File: config.mk
export PLATFORM = sky130hd
export DESIGN_NAME = string_literal_escape_decoder
export DESIGN_NICKNAME = d
export VERILOG_FILES = /design/src/hw/rtl/sled_pkg.sv /design/src/hw/rtl/sled_front.sv /design/src/hw/rtl/sled_queue.sv /design/src/hw/rtl/sled_back.sv /design/src/hw/rtl/string_literal_escape_decoder.sv
export VERILOG_INCLUDE_DIRS = /design/src /design/src/hw/rtl
export SDC_FILE = /design/constraint.sdc
export NUM_CORES = 1
export LEC_CHECK = 0
export BUFFER_PORTS_ARGS = -buffer_cell sky130_fd_sc_hd__buf_2
export CORE_UTILIZATION = 65
export CTS_BUF_LIST = sky130_fd_sc_hd__clkbuf_2 sky130_fd_sc_hd__clkbuf_4 sky130_fd_sc_hd__clkbuf_8
export DETAILED_ROUTE_END_ITERATION = 10
export PLACE_DENSITY = 0.89
export SYNTH_ARGS = -nofsm -noshare
export SYNTH_HDL_FRONTEND = slang
export SYNTH_SLANG_ARGS = --single-unit
File: constraint.sdc
create_clock -name clock -period 5.4 [get_ports clock]
set_input_delay 0.27 -clock clock [delete_from_list [all_inputs] [get_ports clock]]
set_output_delay 0.27 -clock clock [all_outputs]
set_load 0.01 [all_outputs]
File: src/hw/rtl/assert_macros.svh
// assertion macros shared by the rtl files
`ifndef ASSERT_MACROS_SVH
`define ASSERT_MACROS_SVH

`ifndef ASSERT_OFF

// property that holds at every clock edge outside reset
`define SLED_ASSERT(label, clk, rst, expr) \
   label: assert property (@(posedge clk) disable iff (rst) (expr)) \
      else $error("assertion failed");

// consequence that must hold in the cycle after the trigger
`define SLED_ASSERT_NEXT(label, clk, rst, ante, cons) \
   label: assert property (@(posedge clk) disable iff (rst) (ante) |=> (cons)) \
      else $error("assertion failed");

`else

`define SLED_ASSERT(label, clk, rst, expr)
`define SLED_ASSERT_NEXT(label, clk, rst, ante, cons)

`endif

`endif

File: src/hw/rtl/sled_pkg.sv
// shared types and constants of the string literal escape decoder
package sled_pkg;

   localparam int unsigned MAX_RESULTS         = 3;
   localparam int unsigned RES_CNT_W           = $clog2(MAX_RESULTS + 1);
   localparam int unsigned QUEUE_DEPTH_DEFAULT = 4;

   // decoder phase
   typedef enum logic [2:0] {
      PH_IDLE  = 3'd0,
      PH_OPEN1 = 3'd1,
      PH_OPEN2 = 3'd2,
      PH_BODY  = 3'd3,
      PH_ESC   = 3'd4,
      PH_HEX   = 3'd5,
      PH_OCT   = 3'd6
   } sled_phase_type;

   // result kind
   typedef enum logic [1:0] {
      KIND_DATA     = 2'd0,
      KIND_END      = 2'd1,
      KIND_BAD_OPEN = 2'd2,
      KIND_UNICODE  = 2'd3
   } sled_kind_type;

   // one result transaction
   typedef struct packed {
      sled_kind_type kind;
      logic [7:0]    data;
      logic          returned;
   } sled_result_type;

   // all results caused by one input byte
   typedef struct packed {
      logic [RES_CNT_W-1:0]                count;
      sled_result_type [MAX_RESULTS-1:0]   res;
   } sled_bundle_type;

   // queue status seen by front and back
   typedef struct packed {
      logic full;
      logic empty;
   } sled_queue_status_type;

endpackage

File: src/hw/rtl/sled_front.sv
// front end: accepts raw bytes, runs the decode state and builds result bundles
`include "assert_macros.svh"

module sled_front import sled_pkg::*; (
   input  logic                  clock,
   input  logic                  reset,
   input  logic                  req_valid,
   output logic                  req_stall,
   input  logic [7:0]            req_in_byte,
   input  sled_queue_status_type q_status,
   output logic                  push,
   output sled_bundle_type       push_data
);

   localparam logic [7:0] CH_SQUOTE = 8'h27;
   localparam logic [7:0] CH_DQUOTE = 8'h22;
   localparam logic [7:0] CH_BSLASH = 8'h5C;
   localparam logic [7:0] CH_NL     = 8'h0A;
   localparam logic [7:0] CH_X      = 8'h78;
   localparam logic [7:0] CH_0      = 8'h30;
   localparam logic [7:0] CH_7      = 8'h37;
   localparam logic [7:0] CH_9      = 8'h39;
   localparam logic [7:0] CH_LA     = 8'h61;
   localparam logic [7:0] CH_LB     = 8'h62;
   localparam logic [7:0] CH_LF     = 8'h66;
   localparam logic [7:0] CH_LN     = 8'h6E;
   localparam logic [7:0] CH_LR     = 8'h72;
   localparam logic [7:0] CH_LT     = 8'h74;
   localparam logic [7:0] CH_LU     = 8'h75;
   localparam logic [7:0] CH_LV     = 8'h76;
   localparam logic [7:0] CH_UA     = 8'h41;
   localparam logic [7:0] CH_UF     = 8'h46;
   localparam logic [7:0] CH_UN     = 8'h4E;
   localparam logic [7:0] CH_UU     = 8'h55;

   // append one result to a bundle
   function automatic sled_bundle_type put_res(input sled_bundle_type b,
                                               input sled_kind_type   k,
                                               input logic [7:0]      d,
                                               input logic            r);
      sled_bundle_type nb;
      nb                      = b;
      nb.res[b.count].kind     = k;
      nb.res[b.count].data     = d;
      nb.res[b.count].returned = r;
      nb.count                = b.count + RES_CNT_W'(1);
      return nb;
   endfunction

   sled_phase_type phase_ff, phase_in;
   logic           quote_char_ff, quote_char_in;
   logic           triple_mode_ff, triple_mode_in;
   logic [1:0]     pending_quotes_ff, pending_quotes_in;
   logic [1:0]     escaped_quotes_ff, escaped_quotes_in;
   logic [1:0]     digit_count_ff, digit_count_in;
   logic [8:0]     digit_value_ff, digit_value_in;
   logic           prefix_valid_ff, prefix_valid_in;

   logic           accept;
   logic [7:0]     c;
   logic [7:0]     q;
   logic           is_q;
   logic           is_bs;
   logic           run_body;
   logic           do_finish;
   logic           is_hex;
   logic [3:0]     hex_nib;
   logic           hex_ok;
   logic           oct_ok;
   logic [8:0]     hex_value;
   logic [8:0]     oct_value;
   logic [1:0]     dc_next;
   sled_bundle_type bundle;

   // byte decode shared by next state and outputs
   assign accept   = req_valid && !req_stall;
   assign c        = req_in_byte;
   assign q        = quote_char_ff ? CH_DQUOTE : CH_SQUOTE;
   assign is_q     = (c == q);
   assign is_bs    = (c == CH_BSLASH);
   assign run_body = (phase_ff == PH_OPEN1) ? !is_q : (phase_ff == PH_BODY);

   // hex and octal digit accumulation
   assign is_hex    = c inside {[CH_0:CH_9], [CH_LA:CH_LF], [CH_UA:CH_UF]};
   assign hex_nib   = (c inside {[CH_0:CH_9]}) ? c[3:0] : (c[3:0] + 4'd9);
   assign hex_ok    = prefix_valid_ff && is_hex;
   assign oct_ok    = prefix_valid_ff && (c inside {[CH_0:CH_7]});
   assign hex_value = hex_ok ? {digit_value_ff[4:0], hex_nib} : digit_value_ff;
   assign oct_value = oct_ok ? {digit_value_ff[5:0], c[2:0]} : digit_value_ff;
   assign dc_next   = digit_count_ff + 2'd1;

   // next state
   always_comb begin
      phase_in          = phase_ff;
      quote_char_in     = quote_char_ff;
      triple_mode_in    = triple_mode_ff;
      pending_quotes_in = pending_quotes_ff;
      escaped_quotes_in = escaped_quotes_ff;
      digit_count_in    = digit_count_ff;
      digit_value_in    = digit_value_ff;
      prefix_valid_in   = prefix_valid_ff;
      do_finish         = 1'b0;
      case (phase_ff)
         PH_IDLE: begin
            if (c == CH_SQUOTE || c == CH_DQUOTE) begin
               quote_char_in     = (c == CH_DQUOTE);
               triple_mode_in    = 1'b0;
               pending_quotes_in = 2'd0;
               escaped_quotes_in = 2'd0;
               phase_in          = PH_OPEN1;
            end
         end
         PH_OPEN1: begin
            if (is_q) phase_in = PH_OPEN2;
         end
         PH_OPEN2: begin
            if (is_q) begin
               triple_mode_in = 1'b1;
               phase_in       = PH_BODY;
            end else begin
               do_finish = 1'b1;
            end
         end
         PH_ESC: begin
            phase_in = PH_BODY;
            if (is_q) begin
               if (triple_mode_ff) escaped_quotes_in = 2'd2;
            end else if (c == CH_X) begin
               phase_in        = PH_HEX;
               digit_count_in  = 2'd0;
               digit_value_in  = 9'd0;
               prefix_valid_in = 1'b1;
            end else if (c inside {[CH_0:CH_9]}) begin
               phase_in        = PH_OCT;
               digit_count_in  = 2'd1;
               prefix_valid_in = c inside {[CH_0:CH_7]};
               digit_value_in  = (c inside {[CH_0:CH_7]}) ? {6'd0, c[2:0]} : 9'd0;
            end
         end
         PH_HEX: begin
            digit_value_in  = hex_value;
            prefix_valid_in = hex_ok;
            digit_count_in  = dc_next;
            if (dc_next >= 2'd2) begin
               phase_in        = PH_BODY;
               digit_count_in  = 2'd0;
               digit_value_in  = 9'd0;
               prefix_valid_in = 1'b0;
            end
         end
         PH_OCT: begin
            digit_value_in  = oct_value;
            prefix_valid_in = oct_ok;
            digit_count_in  = dc_next;
            if (dc_next >= 2'd3) begin
               phase_in        = PH_BODY;
               digit_count_in  = 2'd0;
               digit_value_in  = 9'd0;
               prefix_valid_in = 1'b0;
            end
         end
         default: begin
         end
      endcase

      // literal body byte
      if (run_body) begin
         phase_in = PH_BODY;
         if (triple_mode_ff) begin
            if (is_q) begin
               if (escaped_quotes_ff != 2'd0) begin
                  escaped_quotes_in = escaped_quotes_ff - 2'd1;
               end else if (pending_quotes_ff == 2'd2) begin
                  do_finish = 1'b1;
               end else begin
                  pending_quotes_in = pending_quotes_ff + 2'd1;
               end
            end else begin
               escaped_quotes_in = 2'd0;
               pending_quotes_in = 2'd0;
               if (is_bs) phase_in = PH_ESC;
            end
         end else if (is_q) begin
            do_finish = 1'b1;
         end else if (is_bs) begin
            phase_in = PH_ESC;
         end
      end

      // closing delimiter returns to idle
      if (do_finish) begin
         phase_in          = PH_IDLE;
         quote_char_in     = 1'b0;
         triple_mode_in    = 1'b0;
         pending_quotes_in = 2'd0;
         escaped_quotes_in = 2'd0;
         digit_count_in    = 2'd0;
         digit_value_in    = 9'd0;
         prefix_valid_in   = 1'b0;
      end
   end

   // result bundle for the current byte
   always_comb begin
      bundle = '0;
      case (phase_ff)
         PH_IDLE: begin
            if (!(c == CH_SQUOTE || c == CH_DQUOTE))
               bundle = put_res(bundle, KIND_BAD_OPEN, 8'd0, 1'b1);
         end
         PH_OPEN2: begin
            if (!is_q) bundle = put_res(bundle, KIND_END, 8'd0, 1'b1);
         end
         PH_ESC: begin
            if (is_q) begin
               bundle = put_res(bundle, KIND_DATA, q, 1'b0);
            end else begin
               case (c)
                  CH_NL, CH_X: begin
                  end
                  CH_LA: bundle = put_res(bundle, KIND_DATA, 8'h07, 1'b0);
                  CH_LB: bundle = put_res(bundle, KIND_DATA, 8'h08, 1'b0);
                  CH_LF: bundle = put_res(bundle, KIND_DATA, 8'h0C, 1'b0);
                  CH_LN: bundle = put_res(bundle, KIND_DATA, 8'h0A, 1'b0);
                  CH_LR: bundle = put_res(bundle, KIND_DATA, 8'h0D, 1'b0);
                  CH_LT: bundle = put_res(bundle, KIND_DATA, 8'h09, 1'b0);
                  CH_LV: bundle = put_res(bundle, KIND_DATA, 8'h0B, 1'b0);
                  CH_UN, CH_LU, CH_UU: bundle = put_res(bundle, KIND_UNICODE, 8'd0, 1'b0);
                  default: begin
                     if (!(c inside {[CH_0:CH_9]}))
                        bundle = put_res(bundle, KIND_DATA, c, 1'b0);
                  end
               endcase
            end
         end
         PH_HEX: begin
            if (dc_next >= 2'd2) bundle = put_res(bundle, KIND_DATA, hex_value[7:0], 1'b0);
         end
         PH_OCT: begin
            if (dc_next >= 2'd3) bundle = put_res(bundle, KIND_DATA, oct_value[7:0], 1'b0);
         end
         default: begin
         end
      endcase

      // body byte: flush held quotes, then the byte itself
      if (run_body) begin
         if (triple_mode_ff) begin
            if (is_q) begin
               if (escaped_quotes_ff != 2'd0)
                  bundle = put_res(bundle, KIND_DATA, q, 1'b0);
               else if (pending_quotes_ff == 2'd2)
                  bundle = put_res(bundle, KIND_END, 8'd0, 1'b0);
            end else begin
               if (pending_quotes_ff != 2'd0) bundle = put_res(bundle, KIND_DATA, q, 1'b0);
               if (pending_quotes_ff == 2'd2) bundle = put_res(bundle, KIND_DATA, q, 1'b0);
               if (!is_bs) bundle = put_res(bundle, KIND_DATA, c, 1'b0);
            end
         end else if (is_q) begin
            bundle = put_res(bundle, KIND_END, 8'd0, 1'b0);
         end else if (!is_bs) begin
            bundle = put_res(bundle, KIND_DATA, c, 1'b0);
         end
      end
   end

   // handshake toward the queue
   assign req_stall = q_status.full;
   assign push      = accept && (bundle.count != '0);
   assign push_data = bundle;

   // decode state
   always_ff @(posedge clock) begin
      if (reset) begin
         phase_ff          <= PH_IDLE;
         quote_char_ff     <= 1'b0;
         triple_mode_ff    <= 1'b0;
         pending_quotes_ff <= 2'd0;
         escaped_quotes_ff <= 2'd0;
         digit_count_ff    <= 2'd0;
         digit_value_ff    <= 9'd0;
         prefix_valid_ff   <= 1'b0;
      end else if (accept) begin
         phase_ff          <= phase_in;
         quote_char_ff     <= quote_char_in;
         triple_mode_ff    <= triple_mode_in;
         pending_quotes_ff <= pending_quotes_in;
         escaped_quotes_ff <= escaped_quotes_in;
         digit_count_ff    <= digit_count_in;
         digit_value_ff    <= digit_value_in;
         prefix_valid_ff   <= prefix_valid_in;
      end
   end

   // a third held quote always closes the literal
   `SLED_ASSERT(a_pend_below_three, clock, reset, pending_quotes_ff != 2'd3)
   // quote tracking only exists in triple mode
   `SLED_ASSERT(a_single_no_quotes, clock, reset, triple_mode_ff || (pending_quotes_ff == 2'd0 && escaped_quotes_ff == 2'd0))
   // octal escape sits between its first and third digit
   `SLED_ASSERT(a_oct_count, clock, reset, (phase_ff != PH_OCT) || digit_count_ff == 2'd1 || digit_count_ff == 2'd2)

endmodule

File: src/hw/rtl/sled_queue.sv
// bundle queue between the decode front and the output back end
`include "assert_macros.svh"

module sled_queue import sled_pkg::*; #(
   parameter int unsigned DEPTH = QUEUE_DEPTH_DEFAULT
) (
   input  logic                  clock,
   input  logic                  reset,
   input  logic                  push,
   input  sled_bundle_type       push_data,
   input  logic                  pop,
   output sled_bundle_type       pop_data,
   output sled_queue_status_type status
);

   localparam int unsigned PTR_W = (DEPTH > 1) ? $clog2(DEPTH) : 1;
   localparam int unsigned CNT_W = $clog2(DEPTH + 1);

   sled_bundle_type  entry_ff [DEPTH];
   logic [PTR_W-1:0] wr_ptr_ff, wr_ptr_in;
   logic [PTR_W-1:0] rd_ptr_ff, rd_ptr_in;
   logic [CNT_W-1:0] count_ff, count_in;

   // pointer wrap and fill count
   always_comb begin
      wr_ptr_in = wr_ptr_ff;
      rd_ptr_in = rd_ptr_ff;
      if (push) wr_ptr_in = (wr_ptr_ff == PTR_W'(DEPTH - 1)) ? '0 : wr_ptr_ff + PTR_W'(1);
      if (pop)  rd_ptr_in = (rd_ptr_ff == PTR_W'(DEPTH - 1)) ? '0 : rd_ptr_ff + PTR_W'(1);
      count_in = count_ff + CNT_W'(push) - CNT_W'(pop);
   end

   assign status.full  = (count_ff == CNT_W'(DEPTH));
   assign status.empty = (count_ff == '0);
   assign pop_data     = entry_ff[rd_ptr_ff];

   // control
   always_ff @(posedge clock) begin
      if (reset) begin
         wr_ptr_ff <= '0;
         rd_ptr_ff <= '0;
         count_ff  <= '0;
      end else begin
         wr_ptr_ff <= wr_ptr_in;
         rd_ptr_ff <= rd_ptr_in;
         count_ff  <= count_in;
      end
   end

   // storage
   always_ff @(posedge clock) begin
      if (push) entry_ff[wr_ptr_ff] <= push_data;
   end

   `SLED_ASSERT(a_no_overflow, clock, reset, !(push && status.full))
   `SLED_ASSERT(a_no_underflow, clock, reset, !(pop && status.empty))
   `SLED_ASSERT_NEXT(a_count_track, clock, reset, 1'b1, count_ff == $past(count_ff) + CNT_W'($past(push)) - CNT_W'($past(pop)))

endmodule

File: src/hw/rtl/sled_back.sv
// back end: holds one bundle and hands its results out one transaction at a time
`include "assert_macros.svh"

module sled_back import sled_pkg::*; (
   input  logic                  clock,
   input  logic                  reset,
   input  sled_queue_status_type q_status,
   input  sled_bundle_type       pop_data,
   output logic                  pop,
   output logic                  rsp_valid,
   input  logic                  rsp_stall,
   output logic [1:0]            rsp_kind,
   output logic [7:0]            rsp_out_byte,
   output logic                  rsp_byte_returned,
   output logic                  rsp_last
);

   logic                 valid_ff, valid_in;
   logic [RES_CNT_W-1:0] idx_ff, idx_in;
   sled_bundle_type      bundle_ff, bundle_in;
   logic                 take;
   logic                 at_last;

   assign take    = valid_ff && !rsp_stall;
   assign at_last = (idx_ff == bundle_ff.count - RES_CNT_W'(1));
   assign pop     = (!valid_ff || (take && at_last)) && !q_status.empty;

   // step through the bundle, refill from the queue after its last result
   always_comb begin
      valid_in  = valid_ff;
      idx_in    = idx_ff;
      bundle_in = bundle_ff;
      if (take && !at_last) begin
         idx_in = idx_ff + RES_CNT_W'(1);
      end else if (!valid_ff || take) begin
         valid_in = !q_status.empty;
         idx_in   = '0;
         if (!q_status.empty) bundle_in = pop_data;
      end
   end

   // outputs straight from registers
   assign rsp_valid         = valid_ff;
   assign rsp_kind          = bundle_ff.res[idx_ff].kind;
   assign rsp_out_byte      = bundle_ff.res[idx_ff].data;
   assign rsp_byte_returned = bundle_ff.res[idx_ff].returned;
   assign rsp_last          = at_last;

   // control
   always_ff @(posedge clock) begin
      if (reset) begin
         valid_ff <= 1'b0;
         idx_ff   <= '0;
      end else begin
         valid_ff <= valid_in;
         idx_ff   <= idx_in;
      end
   end

   // held bundle
   always_ff @(posedge clock) begin
      bundle_ff <= bundle_in;
   end

   `SLED_ASSERT(a_idx_in_bundle, clock, reset, !valid_ff || idx_ff < bundle_ff.count)
   `SLED_ASSERT_NEXT(a_drain_to_idle, clock, reset, take && at_last && q_status.empty, !valid_ff)
   `SLED_ASSERT_NEXT(a_refill, clock, reset, !valid_ff && !q_status.empty, valid_ff)

endmodule

File: src/hw/rtl/string_literal_escape_decoder.sv
// top level of the string literal escape decoder
// Takes one source byte per cycle, from the opening quote of a string literal
// onward, and returns the decoded bytes plus end, bad-opening and unicode
// flags. A byte is taken in the cycle it is offered as long as the result
// queue (QUEUE_DEPTH bundles, default 4) has room; the decode state updates in
// that same cycle, so back-to-back bytes need no gaps. Each byte yields zero
// to three results, and results leave at one per cycle while rsp_stall is low,
// from a registered output stage; the input stalls only when the queue
// between decode and output is full.
module string_literal_escape_decoder import sled_pkg::*; #(
   parameter int unsigned QUEUE_DEPTH = QUEUE_DEPTH_DEFAULT
) (
   input  logic       clock,
   input  logic       reset,
   input  logic       req_valid,
   output logic       req_stall,
   input  logic [7:0] req_in_byte,
   output logic       rsp_valid,
   input  logic       rsp_stall,
   output logic [1:0] rsp_kind,
   output logic [7:0] rsp_out_byte,
   output logic       rsp_byte_returned,
   output logic       rsp_last
);

   sled_queue_status_type q_status;
   logic                  push;
   logic                  pop;
   sled_bundle_type       push_data;
   sled_bundle_type       pop_data;

   // decode front end
   sled_front u_front (
      .clock       (clock),
      .reset       (reset),
      .req_valid   (req_valid),
      .req_stall   (req_stall),
      .req_in_byte (req_in_byte),
      .q_status    (q_status),
      .push        (push),
      .push_data   (push_data)
   );

   // bundle queue
   sled_queue #(
      .DEPTH (QUEUE_DEPTH)
   ) u_queue (
      .clock     (clock),
      .reset     (reset),
      .push      (push),
      .push_data (push_data),
      .pop       (pop),
      .pop_data  (pop_data),
      .status    (q_status)
   );

   // output back end
   sled_back u_back (
      .clock             (clock),
      .reset             (reset),
      .q_status          (q_status),
      .pop_data          (pop_data),
      .pop               (pop),
      .rsp_valid         (rsp_valid),
      .rsp_stall         (rsp_stall),
      .rsp_kind          (rsp_kind),
      .rsp_out_byte      (rsp_out_byte),
      .rsp_byte_returned (rsp_byte_returned),
      .rsp_last          (rsp_last)
   );

endmodule
==> key figures, run 1 <==
Route
  – DR iter-0 viols: 837
  – Antenna Violating Nets Remaining: 0
  – Count of TritonRoute iterations in the first routing pass: 6
  – Detailed-route DRC error count: 0
  – Routed wirelength normalized by instance count: 23.4 um
  – Overall routed net length: 21200 um
  – Via total after detailed routing: 6171
  – Detail-routed via count per cell: 6.82

Layout
  – Number of standard cells in the layout, taps in and fillers out: 905
  – Fraction of layout instances using a drive strength above 1: 15.8%
  – Total of fill cells in the finished design: 890
  – # nets final: 752
  – Sequential cell area: 5110 um2
  – Post-layout util: 71.4%
  – P&R area growth vs syn: 6.65%
  – Antenna diodes: 0
  – Multi-input gate area: 3490 um2

Setup path
  – Critical setup path kind: reg -> reg
  – Register-to-register setup slack: 0.76 ns
  – Endpoint type of the worst setup path: flip-flop
  – Crit path max fanout: 9
  – Cell type of the slowest stage on the worst timing path: sky130_fd_sc_hd__a311oi_1
  – Crit-path cells: nand4b_1 -> nand3_1 -> a311oi_1 -> a311o_1 -> ha_1 -> xnor2_1 -> inv_1 -> ha_1 -> a22o_1 -> o311ai_0 -> o311a_4 -> o21a_4 -> ha_1 -> fa_1 -> xnor2_1 -> nor2_1
  – Kind of launch point of the worst setup path: flip-flop
  – CP required: 5.74 ns
  – Capture instance of the worst register-to-register path: u_queue.count_ff[2]
  – Worst reg2reg startpoint: u_front.quote_char_ff
  – Crit path top cell by count: sky130_fd_sc_hd__ha_1
  – Cells on worst reg2reg path: 16
  – Critical Path AT: 4.98 ns
  – Delay of the slowest cell on the worst path: 0.68 ns

Synthesis
  – Ys async rst share: 0%
  – Ranking of synthesized cells by area: sky130_fd_sc_hd__edfxtp_1 (50%), sky130_fd_sc_hd__mux4_2 (7.6%), sky130_fd_sc_hd__dfxtp_1 (6.7%)
  – Post-synthesis average cell area: 12.6 um2
  – Cell count after synthesis: 707
  – Predominant post-synthesis flop cell: sky130_fd_sc_hd__edfxtp_1
  – Number of flip-flops and latches in the synthesized netlist: 180
  – Total nets after synthesis: 743
  – Yosys synthesis warning count: 0
  – Synth cell count leaders: sky130_fd_sc_hd__edfxtp_1 (150), sky130_fd_sc_hd__nand2_1 (50), sky130_fd_sc_hd__nor2_1 (43)
  – Biggest area consumer among synthesized cells: sky130_fd_sc_hd__edfxtp_1
  – Number of enable flip-flop cells after synthesis: 150
  – Number of distinct library cell variants in the gate-level netlist after synthesis: 77
  – Share of Yosys cell area claimed by the top area cell type: 50.4%
  – Post-synthesis instance area: 8930 um2
  – Part of the Yosys area used for sequential elements: 57.2%
  – Most frequent cell after synthesis: sky130_fd_sc_hd__edfxtp_1

GRT
  – First-pass GRT wire length: 33000 um
  – Via count of the first global-routing pass: 5999
  – Antenna violations before repair: 0
  – Largest net degree at the start of global routing: 34
  – GRT Util Overall: 31.4%
  – Residual overflow from global routing: 0

Worst hold path
  – Worst Hold Launch: rsp_stall
  – Worst Hold Class: in -> reg
  – Worst hold path endpoint: u_back.idx_ff[1]
  – Number of stages on the worst hold path: 3

Clock tree
  – Clock Latency Late Sink: 0.47 ns
  – Sink count of the clock tree: 180
  – Quantity of gates resized following cts: 0
  – Hold buffers post-CTS: 0
  – Number of setup buffers added after CTS: 0
  – Clock slew at reported path FFs: 0.10 ns
  – Clock buffer count from CTS: 17
  – Clk root buf: sky130_fd_sc_hd__clkbuf_8
  – Largest buffer count on any clock path: 2
  – CTS tree: done
  – H-tree lvl count: 4

Timing
  – Final critical-path share of the clock period: 85.9%
  – Post-layout min period: 4.64 ns
  – Max transition margin: 27.9%
  – RSZ-0062 raised after global routing: false
  – Final hold violation count: 0
  – Final setup violation count: 0
  – Clock skew after layout: 0.0136 ns
  – Highest achievable clock rate: 215 MHz
  – Final Max Slew Viols: 0
  – Post-Route Setup TNS: 0 ns
  – Worst slew pin tran: 1.07 ns

Floorplan
  – I/O pin cnt: 26
  – Row count: 42
  – Die area: 14200 um2
  – Die span in y: 119 um
  – Effective utilization at floorplan: 66.9%
  – Floorplan Core Area: 13300 um2
  – Die boundary width: 119 um

Power
  – Leak: 0.00328 uW
  – Power per unit of standard cell area: 389 nW/um2
  – Net switching power figure: 1120 uW
  – Share of total power in the clock network: 23.3%
  – Flop pwr share: 51.7%
  – Logic pwr share: 25.0%
  – Cell-internal power: 2580 uW
  – Switching power share of the total: 30.3%
  – Worst vdd ir: 0.172 mV

Placed design
  – Count of placed standard cells including taps: 873
  – Detailed placer's ending HPWL: 14900 um
  – GP Congestion: 0.971
  – Buffers on Ports: 25

Job
  – Count of maximum capacitance violations: 0

Outcome
  – Status: completed
==> kinds of logic (layout without fill, tap and decap cells) <==
logic type	Yosys count	in the layout	share of synthesized area, %
AND/OR/NAND/NOR	196	196	11.5
adder cells (fa/ha/maj)	24	24	3.45
AO/OA/AOI/OAI	163	163	12.9
multiplexers	57	57	10.6
XOR/XNOR	7	7	0.686
buffers and inverters	80	102	3.73
flip-flops	180	180	57.2
==> registers in the layout, indices dropped and copies added, names as in the netlist <==
name and flops:
u_queue.entry_ff 120, u_front.quote_char_ff 1, u_front.triple_mode_ff 1, u_front.escaped_quotes_ff 2
u_queue.count_ff 3, u_front.digit_count_ff 2, u_queue.rd_ptr_ff 2, u_back.idx_ff 2
u_front.pending_quotes_ff 2, u_queue.wr_ptr_ff 2, u_front.prefix_valid_ff 1, u_back.rsp_valid 1
u_back.bundle_ff 30, u_front.phase_ff 3, u_front.digit_value_ff 8
==> placed cells by master (no fill, tap or decap), types with 5 or more instances in the layout <==
master,count
sky130_fd_sc_hd__o211ai_1,6
sky130_fd_sc_hd__xnor2_1,6
sky130_fd_sc_hd__a21o_1,5
sky130_fd_sc_hd__nor2b_1,9
sky130_fd_sc_hd__nor3_1,18
sky130_fd_sc_hd__nor3b_1,6
sky130_fd_sc_hd__o221ai_1,5
sky130_fd_sc_hd__o22ai_1,5
sky130_fd_sc_hd__nor4_1,7
sky130_fd_sc_hd__buf_4,12
sky130_fd_sc_hd__clkbuf_8,17
sky130_fd_sc_hd__mux2i_1,26
sky130_fd_sc_hd__a31oi_1,13
sky130_fd_sc_hd__mux4_2,30
sky130_fd_sc_hd__nand2b_1,7
sky130_fd_sc_hd__inv_1,29
sky130_fd_sc_hd__dfxtp_1,29
sky130_fd_sc_hd__edfxtp_1,150
sky130_fd_sc_hd__a21oi_1,33
sky130_fd_sc_hd__nand3_1,16
sky130_fd_sc_hd__buf_2,25
sky130_fd_sc_hd__o31ai_1,8
sky130_fd_sc_hd__and2_1,6
sky130_fd_sc_hd__nand4_1,6
sky130_fd_sc_hd__ha_1,23
sky130_fd_sc_hd__and3_1,6
sky130_fd_sc_hd__nor2_1,43
sky130_fd_sc_hd__nand2_1,50
sky130_fd_sc_hd__o21ai_0,28
==> metrics by stage <==
| step | instance area [um2] | setup WS [ns] | total power, uW | hold WS, ns |
|---|---|---|---|---|
| after CTS | 9530 | 0.859 | 3710 | 0.0774 |
| after global routing | 9530 | 0.578 | 3850 | 0.0919 |
| after global placement | 9160 | 0.734 | 2780 | 0.458 |
| after detailed placement | 9160 | 0.451 | 2870 | 0.481 |
| final | 9530 | 0.759 | 3700 | 0.0996 |
| after floorplan | 8930 | 0.784 | 2560 | 0.415 |
==> power by group through the flow <==
stage               combinational (uW)  clock [uW]  sequential, uW
finish                             926         862            1920
global route                       984         925            1940
CTS                                929         868            1920
detailed placement                 918           0            1950
global placement                   862           0            1920
floorplan                          660           0            1900
==> per-layer routing <==
layer,vias to the layer above,GRT usage (%),share of wire [%]
li1,2763,-,-
met2,329,53.5,51
met3,50,5.75,6.9
met1,3029,40.0,40
met4,0,12.1,2.9
met5,-,0,0
==> worst max path at each step <==
stage                                         start                      end  slack (ns)
after detailed placement             req_in_byte[0]      u_queue.count_ff[1]        0.45
after global placement               req_in_byte[0]  u_queue.entry_ff[1][27]        0.73
after floorplan                      req_in_byte[0]   u_queue.entry_ff[3][0]        0.78
final                         u_front.quote_char_ff      u_queue.count_ff[2]        0.76
after global routing                 req_in_byte[0]  u_queue.entry_ff[1][15]        0.58
after CTS                 u_front.digit_count_ff[1]      u_queue.count_ff[2]        0.86
==> area by class of cell <==
class	count	share of cell area (%)
multi-input combinational	447	36.7
tap	176	2.31
inverter	33	1.30
sequential	180	53.6
clock buffer	18	2.53
timing repair buffer	37	2.26
clock inverter	14	1.31
==> worst max-delay path, delay by kind of cell (launching register included) <==
| family | cells | cell delay, ns |
|---|---|---|
| compound gates | 6 | 1.68 |
| fa+ha+maj | 4 | 1.22 |
| xor+xnor | 2 | 0.57 |
| flops | 1 | 0.56 |
| simple gates | 3 | 0.36 |
| buf+inv | 1 | 0.09 |
Note: power is estimated with default switching activity, not from simulation.
==> run 2, diff against run 1 <==
CORE_UTILIZATION = 40   (was 65)
PLACE_DENSITY = 0.63   (was 0.89)
clock period = 4.2 ns   (was 5.4 ns; I/O delays follow)
==> run 2 against run 1 <==
- global-route usage is 12 points lower
- largest cell class unchanged
- clock-buffer cell count stayed put
- maximum frequency is 18% higher
==> key figures, run 2 (synthesis results as in run 1) <==
Outcome
  – Status: completed (unchanged)

Clock tree
  – Sink count of the clock tree: 180 (unchanged)
  – Clock Latency Late Sink: 0.46 ns (was 0.47 ns)
  – H-tree lvl count: 4 (unchanged)
  – Clk root buf: sky130_fd_sc_hd__clkbuf_8 (unchanged)
  – Largest buffer count on any clock path: 2 (unchanged)
  – CTS tree: done (unchanged)
  – Clock buffer count from CTS: 17 (unchanged)
  – Hold buffers post-CTS: 0 (unchanged)
  – Clock slew at reported path FFs: 0.10 ns (about the same)

Route
  – DR iter-0 viols: 607 (was 837)
  – Overall routed net length: 21500 um (was 21200 um)
  – Routed wirelength normalized by instance count: 20.6 um (was 23.4 um)
  – Via total after detailed routing: 6129 (was 6171)
  – Antenna Violating Nets Remaining: 0 (unchanged)
  – Detail-routed via count per cell: 5.88 (was 6.82)
  – Detailed-route DRC error count: 0 (unchanged)
  – Count of TritonRoute iterations in the first routing pass: 7 (was 6)

Worst hold path
  – Worst Hold Launch: rsp_stall (unchanged)
  – Number of stages on the worst hold path: 3 (unchanged)
  – Worst hold path endpoint: u_back.idx_ff[1] (unchanged)
  – Worst Hold Class: in -> reg (unchanged)

Setup path
  – Crit path max fanout: 7 (was 9)
  – Cell type of the slowest stage on the worst timing path: sky130_fd_sc_hd__fa_1 (was sky130_fd_sc_hd__a311oi_1)
  – Top delay family on crit path: adder cells (was compound AO/OA/AOI/OAI gates)
  – Register-to-register setup slack: 0.26 ns (was 0.76 ns)
  – Crit path top cell by count: sky130_fd_sc_hd__ha_1 (unchanged)
  – Endpoint type of the worst setup path: flip-flop (unchanged)
  – Capture instance of the worst register-to-register path: u_queue.count_ff[2] (unchanged)
  – Crit-path cells: inv_1 -> ha_1 -> nand4b_1 -> nand2_1 -> a311o_1 -> ha_1 -> xnor2_2 -> inv_1 -> ha_1 -> a22o_1 -> o311ai_0 -> o311a_4 -> o21a_4 -> ha_1 -> fa_1 -> xnor2_1 -> nor2_1 (was nand4b_1 -> nand3_1 -> a311oi_1 -> a311o_1 -> ha_1 -> xnor2_1 -> inv_1 -> ha_1 -> a22o_1 -> o311ai_0 -> o311a_4 -> o21a_4 -> ha_1 -> fa_1 -> xnor2_1 -> nor2_1)
  – Critical setup path kind: reg -> reg (unchanged)
  – Worst reg2reg startpoint: u_front.digit_count_ff[0] (was u_front.quote_char_ff)
  – CP required: 4.53 ns (was 5.74 ns)
  – Cells on worst reg2reg path: 17 (was 16)
  – Delay of the slowest cell on the worst path: 0.38 ns (was 0.68 ns)
  – Kind of launch point of the worst setup path: flip-flop (unchanged)
  – Total buffers and inverters traversed by the critical path: 2 (was 1)
  – Critical Path AT: 4.26 ns (was 4.98 ns)

Floorplan
  – Floorplan Core Area: 21900 um2 (was 13300 um2)
  – I/O pin cnt: 26 (unchanged)
  – Die boundary width: 151 um (was 119 um)
  – Effective utilization at floorplan: 40.8% (was 66.9%)
  – Die span in y: 151 um (was 119 um)
  – Row count: 54 (was 42)
  – Die area: 22900 um2 (was 14200 um2)

Layout
  – P&R area growth vs syn: 12.6% (was 6.65%)
  – Total non-filler cell area in the finished layout: 10100 um2 (was 9530 um2)
  – Number of flip-flops in the largest register: 120 (unchanged)
  – Register with the highest flop count: u_queue.entry_ff (unchanged)
  – Most common cell after layout, fill and taps aside: sky130_fd_sc_hd__edfxtp_1 (unchanged)
  – Leading cell types in the layout, fill and taps excluded: sky130_fd_sc_hd__edfxtp_1 (150), sky130_fd_sc_hd__nand2_1 (50), sky130_fd_sc_hd__nor2_1 (43) (unchanged)
  – Antenna diodes: 0 (unchanged)
  – Fraction of layout instances using a drive strength above 1: 20.5% (was 15.8%)
  – Registers with the most flip-flops: u_queue.entry_ff x120, u_back.bundle_ff x30, u_front.digit_value_ff x8 (unchanged)
  – # nets final: 785 (was 752)
  – Number of standard cells in the layout, taps in and fillers out: 1042 (was 905)

Power
  – Switching power share of the total: 28.8% (was 30.3%)
  – Net switching power figure: 1420 uW (was 1120 uW)
  – Share of total power in the clock network: 25.7% (was 23.3%)
  – Logic pwr share: 24.9% (was 25.0%)
  – Worst vdd ir: 0.261 mV (was 0.172 mV)
  – Cell-internal power: 3500 uW (was 2580 uW)
  – Power per unit of standard cell area: 489 nW/um2 (was 389 nW/um2)
  – Leak: 0.00351 uW (was 0.00328 uW)
  – Flop pwr share: 49.3% (was 51.7%)
  – Overall power after layout: 4920 uW (was 3700 uW)

Placed design
  – Detailed placer's ending HPWL: 15300 um (was 14900 um)
  – Placement Setup Slack: 0.109 ns (was 0.451 ns)
  – Buffers on Ports: 25 (unchanged)
  – GP Congestion: 0.908 (was 0.971)
  – Placed cell area: 9610 um2 (was 9160 um2)
  – Count of placed standard cells including taps: 1009 (was 873)

Timing
  – RSZ-0062 raised after global routing: false (unchanged)
  – Max transition margin: 36.8% (was 27.9%)
  – Final critical-path share of the clock period: 93.7% (was 85.9%)
  – Final setup violation count: 0 (unchanged)
  – Worst hold slack across all endpoints: 0.0382 ns (was 0.0996 ns)
  – Worst slew pin tran: 0.935 ns (was 1.07 ns)
  – Final Max Slew Viols: 0 (unchanged)
  – Smallest setup slack after layout: 0.264 ns (was 0.759 ns)
  – Post-layout min period: 3.94 ns (was 4.64 ns)
  – Final hold violation count: 0 (unchanged)
  – Clock skew after layout: 0.0159 ns (was 0.0136 ns)
  – Highest achievable clock rate: 254 MHz (was 215 MHz)

GRT
  – Via count of the first global-routing pass: 6114 (was 5999)
  – GRT Util Overall: 19.7% (was 31.4%)
  – Antenna violations before repair: 0 (unchanged)
  – First-pass GRT wire length: 33600 um (was 33000 um)
  – Residual overflow from global routing: 0 (unchanged)
  – Largest net degree at the start of global routing: 33 (was 34)

Job
  – Count of maximum capacitance violations: 0 (unchanged)
[run 2: power groups by stage]
stage | clock (uW) | sequential (uW) | combinational (uW)
6_report | 1270 | 2430 | 1230
5_1_grt | 1350 | 2460 | 1360
4_1_cts | 1290 | 2430 | 1250
3_5_place_dp | 0 | 2470 | 1240
3_3_place_gp | 0 | 2450 | 1220
2_1_floorplan | 0 | 2440 | 850
[run 2: through the flow]
step,setup TNS [ns],util (%)
after floorplan,-5.54,-
after global placement,0,43.9
after detailed placement,0,43.9
after CTS,0,45.9
after global routing,0,46.0
final,0,46.0
[run 2: final cells by class]
| class | count | area, um2 |
|---|---|---|
| Multi-Input combinational cell | 447 | 3510 |
| Inverter | 33 | 124 |
| Clock buffer | 18 | 248 |
| Clock inverter | 14 | 186 |
| Timing Repair Buffer | 70 | 538 |
| Tap cell | 280 | 350 |
| Fill cell | 1972 | 11800 |
| Sequential cell | 180 | 5110 |
[run 2: worst max-delay path by stage]
| stage | start | to | depth (start not counted) |
|---|---|---|---|
| finish | u_front.digit_count_ff[0] | u_queue.count_ff[2] | 17 |
| floorplan | req_in_byte[0] | u_queue.entry_ff[0][0] | 17 |
| detailed placement | req_in_byte[1] | u_queue.count_ff[2] | 20 |
| CTS | u_front.digit_count_ff[0] | u_queue.count_ff[1] | 16 |
| global route | u_front.digit_count_ff[0] | u_queue.count_ff[2] | 17 |
| global placement | req_in_byte[0] | u_queue.count_ff[2] | 19 |
[run 2: repair_timing]
action,in CTS,in global routing
gates resized for setup,0,2
buffers inserted,0,1
endpoints found under the setup margin,0,2
[run 2: worst reg2reg max path, stage by stage, from the launching register on]
cell and delay (ns):
sky130_fd_sc_hd__dfxtp_1 0.36, sky130_fd_sc_hd__inv_1 0.09, sky130_fd_sc_hd__ha_1 0.33, sky130_fd_sc_hd__nand4b_1 0.13, sky130_fd_sc_hd__nand2_1 0.11, sky130_fd_sc_hd__a311o_1 0.37, sky130_fd_sc_hd__ha_1 0.36, sky130_fd_sc_hd__xnor2_2 0.20
sky130_fd_sc_hd__inv_1 0.06, sky130_fd_sc_hd__ha_1 0.27, sky130_fd_sc_hd__a22o_1 0.14, sky130_fd_sc_hd__o311ai_0 0.16, sky130_fd_sc_hd__o311a_4 0.20, sky130_fd_sc_hd__o21a_4 0.23, sky130_fd_sc_hd__ha_1 0.21, sky130_fd_sc_hd__fa_1 0.38
sky130_fd_sc_hd__xnor2_1 0.16, sky130_fd_sc_hd__nor2_1 0.05
[run 2: routing by layer]
metal	routed length, um	part of all wire (%)	GRT usage [%]
met3	1190	5.5	3.73
met4	541	2.5	7.40
met5	0	0	0
met1	9590	45	26.0
met2	10200	47	32.1
